$ cat src/rtl/core/sctc_ram.sv
// ----------------------------------------------------------------------------
// sctc_ram
// Simple dual-port RAM: one write port, one read port with registered data.
// ----------------------------------------------------------------------------
`default_nettype none

module sctc_ram #(
  parameter int unsigned DEPTH = 256,
  parameter int unsigned WIDTH = 8,
  localparam int unsigned AW   = $clog2(DEPTH)
) (
  input  wire logic             clk_i,
  input  wire logic             we_i,
  input  wire logic [AW-1:0]    waddr_i,
  input  wire logic [WIDTH-1:0] wdata_i,
  input  wire logic             re_i,
  input  wire logic [AW-1:0]    raddr_i,
  output logic      [WIDTH-1:0] rdata_o
);

  logic [WIDTH-1:0] mem [DEPTH];

  always_ff @(posedge clk_i) begin
    if (we_i) begin
      mem[waddr_i] <= wdata_i;
    end
  end

  // read-before-write on a same-address collision
  always_ff @(posedge clk_i) begin
    if (re_i) begin
      rdata_o <= mem[raddr_i];
    end
  end

endmodule

`default_nettype wire

$ cat config.mk
export PLATFORM = sky130hd
export DESIGN_NAME = sctc_ram
export DESIGN_NICKNAME = d
export VERILOG_FILES = /design/src/rtl/core/sctc_ram.sv
export SDC_FILE = /design/constraint.sdc
export NUM_CORES = 2
export LEC_CHECK = 0
export BUFFER_PORTS_ARGS = -buffer_cell sky130_fd_sc_hd__buf_4
export CORE_AREA = 2 2 493 446
export CTS_BUF_LIST = sky130_fd_sc_hd__clkbuf_4
export CTS_CLUSTER_SIZE = 12
export DETAILED_ROUTE_END_ITERATION = 6
export DIE_AREA = 0 0 495 448
export HOLD_SLACK_MARGIN = 0.08
export SYNTH_ARGS = -nofsm -noshare
export SYNTH_HDL_FRONTEND = slang
export SYNTH_SLANG_ARGS = --single-unit
$ cat constraint.sdc
create_clock -name clk_i -period 6.7 [get_ports clk_i]
set_input_delay 0.67 -clock clk_i [delete_from_list [all_inputs] [get_ports clk_i]]
set_output_delay 0.67 -clock clk_i [all_outputs]
set_load 0.1 [all_outputs]
# --- Word-level counts from Yosys, hierarchy flattened ---
# Memory sizes are Yosys's and may differ from the RTL's. A register that Yosys moved wholly into a read port is not among the register bits.
# Index checks and enable logic that the tools add are counted.
# Widths: inputs -> output; s select.
classes:
  mux: 2
  n_bitwise: 0
  n_mul: 0
  addsub: 0
  eq_ne: 0
  n_shift: 0
  div_mod_pow: 0
  order_cmp: 0
  n_reduce_logical: 0
op_table:
  columns: ["operator", "n"]
  rows:
  - ["$mux 1", 2]
word_totals:
  mem_count: 1
  register_bits: 0
  mem_bits_rw: 2048
  romBits: 0
  latch_bits: 0
  input_bits: 27
  wordCells: 3
mem_list:
  columns: ["memory", "depth", "width", "read_ports", "rd_ports_with_merged_regs", "write_ports", "line_no", "source"]
  rows:
  - ["mem", 256, 8, 1, 1, 1, "21", "logic [WIDTH-1:0] mem [DEPTH];"]

# --- Depth between registers and ports, before layout ---
logic_depth:
  word_depth: 2
  depth_mapped: 11
  depth_no_buf: 6

# --- Worst setup path before layout ---
# OpenSTA, ideal clock, no wires.
synth_timing:
  kind: "input to register"
  startpoint: "input raddr_i[0]"
  endpoint: "register rdata_o[2], read port of mem (data pin)"
  cell_stages: 9
  arrival_time_ns: 2.477
  setup_ns: 0.269
  slack_ns: 3.954
  required_ns: 6.431
  cell_sequence: "buf_6 buf_12 buf_8 buf_2 mux4_2 a22oi_1 a21oi_1 nor4_1 nor4_2"
synth_rtl:
  columns: ["element", "line_no", "source"]
  rows:
  - ["from (decl)", "17", "input wire logic [AW-1:0] raddr_i,"]
  - ["to (decl)", "18", "output logic [WIDTH-1:0] rdata_o"]

# --- Worst setup path in the final report ---
layout_timing:
  startpoint: "input waddr_i[0]"
  endpoint: "memory mem[77][1], enable pin"
layout_rtl:
  columns: ["element", "line_no", "source"]
  rows:
  - ["from (decl)", "14", "input wire logic [AW-1:0] waddr_i,"]
  - ["to (decl)", "21", null]
# No word-level cell before the write port.

==> impl_metrics.sql <==
INSERT INTO impl_metrics (metric_group, metric, value, unit) VALUES
('status', 'run_status', 'complete, no violations', ''),
('logic_synthesis', 'synth_area', '79600', 'sq um'),
('logic_synthesis', 'edff_count_synth', '2056', ''),
('logic_synthesis', 'seq_area_frac_synth', '77.5', '%'),
('logic_synthesis', 'synth.net_count', '3760', ''),
('grt', 'global_route.overflow_total', '0', ''),
('clocking', 'numCtsBuffers', '531', ''),
('grt', 'gr-max-usage-layer', 'met2', ''),
('grt', 'met2_usage', '27.4', '%'),
('setup_path', 'worst-path-max-fanout', '10', ''),
('setup_path', 'crit_type', 'input pin to register', ''),
('layout', 'mostFrequentLayoutCells', 'edfxtp_1 (2,056), clkbuf_4 (743), mux4_2 (454), nor2_1 (279), mux2i_1 (134)', ''),
('sta', 'worst_slew_pin_slew', '1.40', 'ns'),
('layout', 'fillerInstances', '19200', ''),
('sta', 'timing.final.crit_period', '3.66', 'ns'),
('sta', 'final-max-slew-violation-count', '0', ''),
('pwr', 'max-vdd-ir-drop', '0.198', 'mV'),
('layout', 'area_used_by_multi_input_combinational_logic', '16500', 'sq um'),
('clocking', 'cts.clk_slew.worst_paths', '0.07', 'ns'),
('grt', 'grt_pass1_wl', '295000', 'microns'),
('place', 'port-buffer-count', '34', ''),
('place', 'gp_congestion', '0.812', ''),
('logic_synthesis', 'yosys_register_bits', '2056', ''),
('floorplanning', 'dieHeight', '448', 'microns'),
('pwr', 'power', '26.0', 'mW'),
('layout', 'seq_area', '61700', 'sq um'),
('flow_run', 'max-cap-violations', '0', ''),
('grt', 'grt_pass1_vias', '41300', ''),
('setup_path', 'reg2regPathDepth', '6', ''),
('logic_synthesis', 'yosys.area.top_type', 'edfxtp_1', ''),
('clocking', 'tritoncts_clock_tree', 'yes', ''),
('setup_path', 'rr_startpoint', 'mem[27][3]', ''),
('grt', 'grtUsageTotal', '18.4', '%'),
('setup_path', 'critPathCapture', 'mem[77][1]', ''),
('route', 'vias', '40900', ''),
('grt', 'antenna_violations_before_repair', '19', ''),
('setup_path', 'critPathSlowestCell', 'nand4_1', ''),
('logic_synthesis', 'yosysTopAreaCellShare', '77.5', '%'),
('route', 'via_per_inst', '5.55', ''),
('logic_synthesis', 'synth.distinct_cells', '54', ''),
('sta', 'final_min_period_over_clock_period', '54.6', '%'),
('sta', 'grt_setup_unrepaired', 'false', ''),
('setup_path', 'cpPeakStageDelay', '1.05', 'ns'),
('pwr', 'power_leakage', '27.8', 'nW'),
('logic_synthesis', 'syn_inst', '3733', ''),
('layout', 'fraction_of_layout_cells_with_a_size_suffix_above_1', '30.8', '%'),
('grt', 'grt_start_max_net_pins', '159', ''),
('clocking', 'cts.repair_timing.setup_buffer_count', '0', ''),
('setup_path', 'required', '7.57', 'ns'),
('logic_synthesis', 'synth-main-ff-cell', 'edfxtp_1', ''),
('grt', 'globalRouteMet1Util', '26.5', '%'),
('sta', 'final_sum_of_negative_setup_slack', '0', 'ns'),
('layout', 'mostFrequentLayoutCell', 'edfxtp_1', ''),
('setup_path', 'worstSetupEndpointType', 'register', ''),
('place', 'detailed_place_hpwl', '120000', 'microns'),
('sta', 'skew', '0.0966', 'ns'),
('route', 'finalWirelength', '206000', 'microns'),
('route', 'antenna_left', '0', ''),
('floorplanning', 'die_x', '495', 'microns'),
('floorplanning', 'floorplan.core_area', '216000', 'sq um'),
('route', 'detailedRoute.firstIterationViolations', '5321', ''),
('layout', 'area.growth.synth_to_final', '12.3', '%'),
('hold_path', 'hold_path_class', 'input pin to register', ''),
('sta', 'final_hold_viol_count', '0', ''),
('pwr', 'power_density_relative_to_cell_area', '291', 'nW/um^2'),
('setup_path', 'critPathMostFrequentCell', 'buf_4', ''),
('logic_synthesis', 'synth-warning-count', '0', ''),
('route', 'drc', '0', ''),
('clocking', 'cts_max_level', '6', ''),
('sta', 'report.final.setup_viol', '0', ''),
('setup_path', 'critical_path_start', 'waddr_i[0]', '');
[through the flow]
stage	instance area [sq um]	hold slack [ns]	std cells	setup slack [ns]
4_1_cts	89400	0.146	7358	3.13
6_report	89400	0.300	7371	3.04
3_5_place_dp	82900	1.03	6485	2.01
3_3_place_gp	82900	1.04	6485	1.81
5_1_grt	89400	0.159	7367	3.17
2_1_floorplan	79600	0.769	3733	3.95
[cells in the mapped netlist (2+ instances only)]
| library cell | instances |
|---|---|
| edfxtp_1 | 2056 |
| mux4_2 | 454 |
| nor2_1 | 282 |
| mux2i_1 | 134 |
| a22oi_1 | 133 |
| clkbuf_1 | 111 |
| a21oi_1 | 96 |
| o221ai_1 | 46 |
| nand3_1 | 34 |
| nand2_1 | 33 |
| buf_2 | 31 |
| nor2b_1 | 31 |
| o22ai_1 | 28 |
| buf_4 | 27 |
| nor4_1 | 24 |
| buf_1 | 22 |
| nor3_1 | 22 |
| buf_6 | 21 |
| a211oi_1 | 16 |
| a221oi_1 | 13 |
| buf_8 | 13 |
| nand4_1 | 10 |
| o211ai_1 | 10 |
| o21ai_0 | 10 |
| a22o_1 | 8 |
| buf_12 | 8 |
| nand2b_1 | 8 |
| and2_1 | 6 |
| o22a_1 | 5 |
| o32ai_1 | 4 |
| or2_2 | 4 |
| nor4_2 | 3 |
| a2111oi_0 | 2 |
| a2111oi_1 | 2 |
| a311oi_1 | 2 |
| a31oi_1 | 2 |
| and3b_1 | 2 |
| mux4_1 | 2 |
| nand3b_1 | 2 |
| o21ai_1 | 2 |
[where the power goes]
group,total [mW],internal [mW],switching [mW]
Combinational,1.31,0.423,0.891
Sequential,14.2,14.2,0.0196
Clock,10.5,5.51,5.00
Total,26.0,20.1,5.91
[cells by family (layout without fill, tap and decap cells)]
logic type | Yosys count | in the layout | share of synthesized area [%]
AO/OA/AOI/OAI | 385 | 385 | 3.42
other | 0 | 13 | 0
flip-flops | 2056 | 2056 | 77.5
multiplexers | 591 | 591 | 14.6
buffers and inverters | 235 | 990 | 1.83
AND/OR/NAND/NOR | 466 | 466 | 2.63
[area by class of cell]
| class | instances | share of cell area, % |
|---|---|---|
| tap | 2870 | 4.01 |
| inverter | 2 | 0.00839 |
| clock buffer | 743 | 6.24 |
| sequential | 2056 | 69.0 |
| clock inverter | 115 | 0.839 |
| timing repair buffer | 130 | 1.36 |
| multi-input combinational | 1442 | 18.5 |
| antenna | 13 | 0.0364 |
[registers in the layout, indices dropped and copies added (netlist names)]
name / count
rdata_o: 8
mem: 2048
[worst min path at each step]
stage	from	endpoint	slack [ns]	cells past startpoint
after floorplan	wdata_i[0]	mem[0][0]	0.77	0
after global placement	mem[60][2]	rdata_o[2]	1.04	6
after detailed placement	mem[52][0]	rdata_o[0]	1.03	6
after CTS	re_i	rdata_o[6]	0.15	2
after global routing	re_i	rdata_o[6]	0.16	2
final	re_i	rdata_o[4]	0.30	2
[timing repair]
item / 4_1_cts / 5_1_grt
resized for setup: 0 / 0
hold endpoints to repair: 1182 / 0
endpoints found under the setup margin: 0 / 0
hold buffers: 15 / 0
[worst max-delay path: cells and delay by family]
family / cells / cell delay, ns
AND/OR/NAND/NOR: 3 / 2.36
buffers and inverters: 3 / 1.47
[per-layer routing]
layer  vias to the layer above  routed length [microns]
met5                         -                       59
li1                      16900                        -
met3                       351                    18400
met2                      2056                    94400
met4                         8                     5100
met1                     21600                    87700
No activity file was read; power rests on OpenSTA's default activity.
