===== src/rtl/core/sctc_pkg.sv =====
// ----------------------------------------------------------------------------
// sctc_pkg
// Shared types and constants of the set-1 scancode to character decoder.
// ----------------------------------------------------------------------------
`default_nettype none

package sctc_pkg;

  localparam int unsigned FIFO_DEPTH     = 256;
  localparam int unsigned FIFO_AW        = $clog2(FIFO_DEPTH);
  localparam int unsigned DEAD_KEY_SLOTS = 8;
  localparam int unsigned SLOT_W         = (DEAD_KEY_SLOTS > 1) ? $clog2(DEAD_KEY_SLOTS) : 1;
  localparam int unsigned CMP_DEPTH      = DEAD_KEY_SLOTS * 256;
  localparam int unsigned CMP_AW         = $clog2(CMP_DEPTH);
  localparam int unsigned MAP_DEPTH      = 128;
  localparam int unsigned MAP_AW         = 7;

  localparam logic [2:0] REQ_SCAN    = 3'd0;
  localparam logic [2:0] REQ_POP     = 3'd1;
  localparam logic [2:0] REQ_CLEAR   = 3'd2;
  localparam logic [2:0] REQ_KEYMAP  = 3'd3;
  localparam logic [2:0] REQ_COMPOSE = 3'd4;

  localparam logic [1:0] MAP_NORMAL = 2'd0;
  localparam logic [1:0] MAP_SHIFT  = 2'd1;
  localparam logic [1:0] MAP_ALTGR  = 2'd2;

  localparam logic CFG_DEAD_FIRST = 1'b0;
  localparam logic CFG_DEAD_LAST  = 1'b1;

  localparam logic [7:0] SC_PREFIX_E0 = 8'hE0;
  localparam logic [7:0] SC_CTRL      = 8'h1D;
  localparam logic [7:0] SC_LSHIFT    = 8'h2A;
  localparam logic [7:0] SC_RSHIFT    = 8'h36;
  localparam logic [7:0] SC_ALT       = 8'h38;
  localparam logic [7:0] SC_CAPS      = 8'h3A;
  localparam logic [7:0] SC_UP        = 8'h48;
  localparam logic [7:0] SC_PGUP      = 8'h49;
  localparam logic [7:0] SC_LEFT      = 8'h4B;
  localparam logic [7:0] SC_RIGHT     = 8'h4D;
  localparam logic [7:0] SC_DOWN      = 8'h50;
  localparam logic [7:0] SC_PGDN      = 8'h51;

  localparam logic [7:0] CODE_UP     = 8'h80;
  localparam logic [7:0] CODE_DOWN   = 8'h81;
  localparam logic [7:0] CODE_LEFT   = 8'h82;
  localparam logic [7:0] CODE_RIGHT  = 8'h83;
  localparam logic [7:0] CODE_CTRL_C = 8'h03;
  localparam logic [7:0] CODE_CTRL_D = 8'h04;

  localparam logic [7:0] CH_LOWER_A = 8'h61;
  localparam logic [7:0] CH_LOWER_C = 8'h63;
  localparam logic [7:0] CH_LOWER_D = 8'h64;
  localparam logic [7:0] CH_LOWER_Z = 8'h7A;
  localparam logic [7:0] CH_UPPER_A = 8'h41;
  localparam logic [7:0] CH_UPPER_C = 8'h43;
  localparam logic [7:0] CH_UPPER_D = 8'h44;
  localparam logic [7:0] CH_UPPER_Z = 8'h5A;
  localparam logic [7:0] CASE_DELTA = 8'd32;

  typedef struct packed {
    logic ext;
    logic ctrl;
    logic shift;
    logic alt;
    logic altgr;
    logic caps;
  } sctc_flags_t;

  typedef struct packed {
    logic              push;
    logic [7:0]        ch;
    logic              compose;
    logic [SLOT_W-1:0] slot;
    logic              up;
    logic              dn;
  } sctc_action_t;

endpackage

`default_nettype wire


===== src/rtl/core/sctc_decode.sv =====
// ----------------------------------------------------------------------------
// sctc_decode
// Scancode byte decode: modifier flags, dead key and the character to queue.
// ----------------------------------------------------------------------------
`default_nettype none

module sctc_decode (
  input  wire logic [7:0]          sc_i,
  input  wire sctc_pkg::sctc_flags_t flags_i,
  input  wire logic [7:0]          pending_i,
  input  wire logic [7:0]          first_i,
  input  wire logic [7:0]          last_i,
  input  wire logic [7:0]          nmap_i,
  input  wire logic [7:0]          smap_i,
  input  wire logic [7:0]          amap_i,
  output sctc_pkg::sctc_flags_t    flags_o,
  output logic [7:0]               pending_o,
  output sctc_pkg::sctc_action_t   act_o
);

  logic [7:0] c;
  logic [7:0] rel;
  logic [7:0] diff;
  logic       dead_ok;
  logic       is_key;

  always_comb begin
    if (flags_i.altgr && (amap_i != 8'd0)) begin
      c = amap_i;
    end else if (flags_i.shift) begin
      c = smap_i;
    end else begin
      c = nmap_i;
    end
    rel     = {1'b0, sc_i[6:0]};
    diff    = pending_i - first_i;
    dead_ok = (pending_i >= first_i) && ({1'b0, diff} < 9'(sctc_pkg::DEAD_KEY_SLOTS));
  end

  always_comb begin
    flags_o   = flags_i;
    pending_o = pending_i;
    act_o     = '0;
    is_key    = 1'b0;
    if (sc_i == sctc_pkg::SC_PREFIX_E0) begin
      flags_o.ext = 1'b1;
    end else if (sc_i[7]) begin
      if (flags_i.ext) begin
        if (rel == sctc_pkg::SC_ALT) flags_o.altgr = 1'b0;
        flags_o.ext = 1'b0;
      end else if (rel == sctc_pkg::SC_CTRL) begin
        flags_o.ctrl = 1'b0;
      end else if (rel == sctc_pkg::SC_LSHIFT || rel == sctc_pkg::SC_RSHIFT) begin
        flags_o.shift = 1'b0;
      end else if (rel == sctc_pkg::SC_ALT) begin
        flags_o.alt = 1'b0;
      end
    end else begin
      is_key = 1'b1;
      if (flags_i.ext) begin
        flags_o.ext = 1'b0;
        if (sc_i == sctc_pkg::SC_ALT) begin
          flags_o.altgr = 1'b1;
          is_key        = 1'b0;
        end
      end
    end

    if (is_key) begin
      case (sc_i)
        sctc_pkg::SC_CTRL:   flags_o.ctrl  = 1'b1;
        sctc_pkg::SC_LSHIFT,
        sctc_pkg::SC_RSHIFT: flags_o.shift = 1'b1;
        sctc_pkg::SC_ALT:    flags_o.alt   = 1'b1;
        sctc_pkg::SC_CAPS:   flags_o.caps  = ~flags_i.caps;
        sctc_pkg::SC_UP: begin
          act_o.push = 1'b1;
          act_o.ch   = sctc_pkg::CODE_UP;
        end
        sctc_pkg::SC_DOWN: begin
          act_o.push = 1'b1;
          act_o.ch   = sctc_pkg::CODE_DOWN;
        end
        sctc_pkg::SC_LEFT: begin
          act_o.push = 1'b1;
          act_o.ch   = sctc_pkg::CODE_LEFT;
        end
        sctc_pkg::SC_RIGHT: begin
          act_o.push = 1'b1;
          act_o.ch   = sctc_pkg::CODE_RIGHT;
        end
        sctc_pkg::SC_PGUP: act_o.up = 1'b1;
        sctc_pkg::SC_PGDN: act_o.dn = 1'b1;
        default: begin
          if (c != 8'd0) begin
            if (c >= first_i && c <= last_i) begin
              pending_o = c;
            end else if (flags_i.ctrl &&
                         (c == sctc_pkg::CH_LOWER_C || c == sctc_pkg::CH_UPPER_C)) begin
              act_o.push = 1'b1;
              act_o.ch   = sctc_pkg::CODE_CTRL_C;
            end else if (flags_i.ctrl &&
                         (c == sctc_pkg::CH_LOWER_D || c == sctc_pkg::CH_UPPER_D)) begin
              act_o.push = 1'b1;
              act_o.ch   = sctc_pkg::CODE_CTRL_D;
            end else begin
              act_o.push = 1'b1;
              act_o.ch   = c;
              if (pending_i != 8'd0) begin
                act_o.compose = dead_ok;
                act_o.slot    = diff[sctc_pkg::SLOT_W-1:0];
                pending_o     = 8'd0;
              end
            end
          end
        end
      endcase
    end
  end

endmodule

`default_nettype wire

===== config.mk =====
export PLATFORM = sky130hd
export DESIGN_NAME = sctc_decode
export DESIGN_NICKNAME = d
export VERILOG_FILES = /design/src/rtl/core/sctc_pkg.sv /design/src/rtl/core/sctc_decode.sv
export SDC_FILE = /design/constraint.sdc
export NUM_CORES = 1
export LEC_CHECK = 0
export BUFFER_PORTS_ARGS = -buffer_cell sky130_fd_sc_hd__clkbuf_2
export CAP_MARGIN = 30
export CORE_MARGIN = 2
export CORE_UTILIZATION = 50
export DETAILED_ROUTE_END_ITERATION = 12
export MAX_ROUTING_LAYER = met4
export PLACE_DENSITY = 0.88
export SYNTH_ARGS = -nofsm -noshare
export SYNTH_HDL_FRONTEND = slang
export SYNTH_SLANG_ARGS = --single-unit

===== constraint.sdc =====
create_clock -name vclk -period 9.8
set_input_delay 0.98 -clock vclk [all_inputs]
set_output_delay 0.98 -clock vclk [all_outputs]
set_load 0.005 [all_outputs]

# == Word level (Yosys, flattened, before mapping) ==
# Cells that the tools add are included.
# word_totals
ff_bits,0
out_inout_bits,29
word_cells,85
inputBits,62
# op_classes
add_sub_neg,1
n_mux,45
bitwise,1
n_reduce_logical,14
order_cmp,4
eq_ne,20
# op_table
cell,n
8-bit two-way mux,11
"8-bit by 7-bit == test with 1-bit output, second input constant",10
9-bit one-hot mux with 5 select lines,1
"8-bit by 6-bit == test with 1-bit output, second input constant",4
13-bit two-way mux,2
8-bit nonzero test,3
"7-bit by 6-bit == test with 1-bit output, second input constant",3
1-bit two-way mux,21
4-bit two-way mux,5
8-bit greater-or-equal comparator,2
15-bit two-way mux,1
11-bit OR reduction,1
3-bit two-way mux,3
"8-bit by 5-bit == test with 1-bit output, second input constant",1
"8-bit == test, second input constant",1
8-bit <= comparator,1
"8-bit by 4-bit < comparator with 1-bit output, second input constant",1
8-bit subtractor,1
"7-bit by 5-bit == test with 1-bit output, second input constant",1
7-bit OR reduction,1
1-bit logical AND,5
1-bit logical OR,3
2-bit two-way mux,1
2-bit OR reduction,1
1-bit inverter,1

# == Logic depth before layout (Yosys ltp) ==
# depth
depth_word,12
depth_mapped,15
ltp_nobuf,12

# == Least setup slack after synthesis ==
# No wires, ideal clock.
# synth_path
path_type,input to output
startpoint,in amap_i[0]
endpoint,out pending_o[0]
t_required_ps,8820
arrival_time_ps,4137
cell_stages,14
n_path_buf,2
slack_ps,4683
cell_sequence,or4_4 -> o31ai_4 -> clkbuf_1 -> nand2_1 -> o21ai_0 -> inv_1 -> ha_1 -> and4_1 -> nand4_1 -> and2_0 -> a311o_1 -> nand2b_1 -> buf_1 -> o22ai_1
# synth_via
elab_chain_cells,12
elab_cells_between_ends,21
classes_between,order compare (2); eq/ne (4); mux (7); reduce/logical (8)
# synth_lines
element,line_no,rtl
"start, declared",sctc_decode.sv:15,"input wire logic [7:0] amap_i,"
8-bit nonzero test,sctc_decode.sv:28,if (flags_i.altgr && (amap_i != 8'd0)) begin
1-bit logical AND,sctc_decode.sv:28,
8-bit two-way mux (*),sctc_decode.sv:28,
8-bit by 7-bit == test with 1-bit output,sctc_decode.sv:103,(c == sctc_pkg::CH_LOWER_D || c == sctc_pkg::CH_UPPER_D)) begin
1-bit logical OR,sctc_decode.sv:103,
1-bit logical AND,sctc_decode.sv:102,end else if (flags_i.ctrl &&
8-bit two-way mux,sctc_decode.sv:102,
8-bit two-way mux,sctc_decode.sv:98,end else if (flags_i.ctrl &&
8-bit two-way mux,sctc_decode.sv:96,if (c >= first_i && c <= last_i) begin
8-bit two-way mux (*),sctc_decode.sv:95,if (c != 8'd0) begin
8-bit two-way mux (*),sctc_decode.sv:70,case (sc_i)
8-bit two-way mux (*),sctc_decode.sv:69,if (is_key) begin
"end, declared",sctc_decode.sv:17,"output logic [7:0] pending_o,"
# Mark *: on every way between the ends. The rest lies on a longest branch, timed or not.

# == Final worst setup path ==
# layout_path
startpoint,in amap_i[0]
endpoint,out pending_o[5]
# The elaborated chain is that of the path after synthesis.

==> metrics.md <==
| Metric | Value |
|---|---|
| ANT cells | `0` |
| Setup tns final | `0 ns` |
| FP Rows | `21` |
| Total Routing Usage GR | `26.0%` |
| CTS resizes | `0` |
| CP arrival | `4.68 ns` |
| Die Area | `0.00405 mm2` |
| Worst rel slew slack | `45.4%` |
| Setup Crit Path Kind | `primary input to primary output` |
| Post-Place Cells | `397` |
| Post-place setup slack | `4.17 ns` |
| Hold_sp | `flags_i[0]` |
| Wire length per cell | `12.9 um` |
| Part of the power in registers | `0%` |
| Critical Path Slowest Stage Cell | `o31ai_4` |
| I/O pins | `91` |
| Final WS setup | `4.14 ns` |
| Core area | `0.00339 mm2` |
| Combinational share of power | `100.0%` |
| Die Wd | `63.7 um` |
| Placer Congestion | `0.934` |
| Sequential share of the synthesized area | `0%` |
| Most used cell along the critical path | `clkbuf_2` |
| Min Clock Period, post-route | `5.66 ns` |
| Die H | `63.7 um` |
| CP Launch Type | `primary input` |
| Syn_area_per_cell | `6.59 um2` |
| 1st-iter DRT viols | `130` |
| Crit. End Element | `primary output` |
| Worst Hold Endpoint | `flags_o[0]` |
| Clock buffer count | `0` |
| Post-Synthesis Cell Area | `0.00178 mm2` |
| Post-Place Cell Area | `0.00225 mm2` |
| Sw frac | `55.7%` |
| Cells after Synth | `270` |
| FF+latch count | `0` |
| Max incr delay on CP | `0.61 ns` |
| Layout cells sized above 1 | `29.6%` |
| Fin util | `66.5%` |
| Nets | `441` |
| Hold WS | `2.20 ns` |
| Remaining global-route overflow | `0` |
| DRT Pass-1 Iters | `4` |
| Run status | `complete, no violations` |
| Setup crit start | `amap_i[0]` |
| DR vias/cell | `5.60` |
| Total Routed Length | `5110 um` |
| Fmax | `177 MHz` |
| Yosys warns | `0` |
| Post-CTS Repair Setup Buffers | `0` |
| IR drop worst, VDD | `0.0287 mV` |
| Clk pwr share | `0%` |
| Initial antenna violation count | `0` |
| Max_cap viols | `0` |
| Tcrit/Tclk final | `57.8%` |
| Register area | `0 um2` |
| Final Total Pwr | `0.111 mW` |
| P_sw | `0.0619 mW` |
| Max Slew Vio Count | `0` |
| Largest net degree at the start of global routing | `19` |
| Worst Path Required | `8.82 ns` |
| Int Power | `0.0491 mW` |
| Cell Chain, Critical Path | `clkbuf_2 -> or4_4 -> o31ai_4 -> mux2i_1 -> inv_1 -> ha_1 -> and2_1 -> nand4_1 -> and2_0 -> a311o_1 -> a211oi_4 -> o22ai_1 -> clkbuf_2` |
| Worst-margin pin slew | `0.811 ns` |
| # setup viols final | `0` |
| Hold Vio Cnt, Final | `0` |
| DR DRC count | `0` |
| Hold-fix buffers at CTS | `0` |
| Area grow syn2layout | `26.7%` |
| Initial core utilization | `52.5%` |
| Leakage | `1.17 nW` |
| PD cells | `49.3 mW/mm2` |
| Worst Hold Depth | `3` |
| Via count | `2225` |
| Post-route ant nets | `0` |
| Buffers on Ports | `91` |
| Worst-path maximum fanout | `18` |
| Vias in the first global route | `2082` |
| Synth Net Count | `358` |
| HPWL after detailed placement | `4450 um` |
| Design Area, Final | `0.00225 mm2` |
| Cell Count, Final, Fillers Out | `397` |
| RSZ-0062 raised after global routing | `false` |
| Type of the most critical hold path | `primary input to primary output` |
| First-pass GRT wire length | `8690 um` |
| Synth cell types | `56` |
## power groups by stage
stage | combinational [mW] | sequential (mW) | clock, mW
floorplan | 0.0700 | 0 | 0
global placement | 0.107 | 0 | 0
global route | 0.126 | 0 | 0
finish | 0.111 | 0 | 0
CTS | 0.111 | 0 | 0
detailed placement | 0.110 | 0 | 0
## final cells by class
class,count,area [um2]
multi-input combinational,224,1610
fill,318,1140
timing repair buffer,91,455
inverter,36,135
tap,46,57.6
## critical path: cells and delay by family
kind	cells	cell delay (ns)
AOI/OAI and AO/OA	4	1.62
adders and majority gates	1	0.28
buffers and inverters	3	0.37
muxes	1	0.44
and+or+nand+nor	4	0.99
## synth_stat cells, types with 2 or more instances
| cell type | instances | area [um2] |
|---|---|---|
| mux2i_1 | 9 | 90.1 |
| o21a_1 | 5 | 37.5 |
| nor3_1 | 13 | 65.1 |
| clkbuf_1 | 8 | 30.0 |
| a21o_1 | 2 | 15.0 |
| a32oi_1 | 2 | 17.5 |
| a21oi_1 | 23 | 115 |
| nor4b_1 | 2 | 17.5 |
| inv_1 | 36 | 135 |
| nor4_1 | 6 | 37.5 |
| or3b_2 | 4 | 35.0 |
| ha_1 | 25 | 313 |
| o21ai_0 | 20 | 100 |
| nand3_1 | 3 | 15.0 |
| nor2_1 | 19 | 71.3 |
| o31ai_1 | 2 | 15.0 |
| o22ai_1 | 8 | 50.1 |
| nor2b_1 | 5 | 31.3 |
| nand2_1 | 18 | 67.6 |
| mux2_2 | 2 | 22.5 |
| and3_1 | 2 | 12.5 |
| nand2b_1 | 4 | 25.0 |
| xnor2_1 | 4 | 35.0 |
| nand3b_1 | 4 | 30.0 |
| or2_2 | 2 | 12.5 |
| or3_1 | 3 | 18.8 |
| nor3b_1 | 6 | 45.0 |
| xor2_1 | 2 | 17.5 |
| a31oi_1 | 2 | 12.5 |
| and4_1 | 2 | 17.5 |
| nand4_1 | 2 | 12.5 |
## per-layer routing
layer / wire [um] / up-vias / track usage [%]
met1: 2300 / 989 / 32.0
met5: 0 / - / -
met2: 2560 / 69 / 48.0
met3: 207 / 4 / 1.25
li1: - / 1163 / -
met4: 33 / 0 / 2.72
## cell families after synthesis
kind of cell	count (synthesis)	share of synthesized area [%]
AO/OA/AOI/OAI	81	30.9
XOR/XNOR	6	2.95
adder cells (fa/ha/maj)	26	18.7
buffers and inverters	46	9.77
multiplexers	11	6.33
AND/OR/NAND/NOR	100	31.4
## placed cells by master (no fill, tap or decap), types with 6 or more instances in the layout
cell,netlist,final
nor4_1,6,6
clkbuf_2,0,91
nor2_1,19,19
ha_1,25,25
a21oi_1,23,23
nor3b_1,6,6
o21ai_0,20,20
o22ai_1,8,8
mux2i_1,9,9
nand2_1,18,18
nor3_1,13,13
inv_1,36,36
## worst max path at each step
| stage | to | slack (ns) | cells after the start |
|---|---|---|---|
| floorplan | pending_o[0] | 4.68 | 14 |
| global placement | pending_o[2] | 4.23 | 13 |
| detailed placement | pending_o[2] | 4.17 | 13 |
| CTS | pending_o[2] | 4.17 | 13 |
| global route | act_o[12] | 3.82 | 12 |
| finish | pending_o[5] | 4.14 | 13 |
No activity file was read; power rests on OpenSTA's default activity.
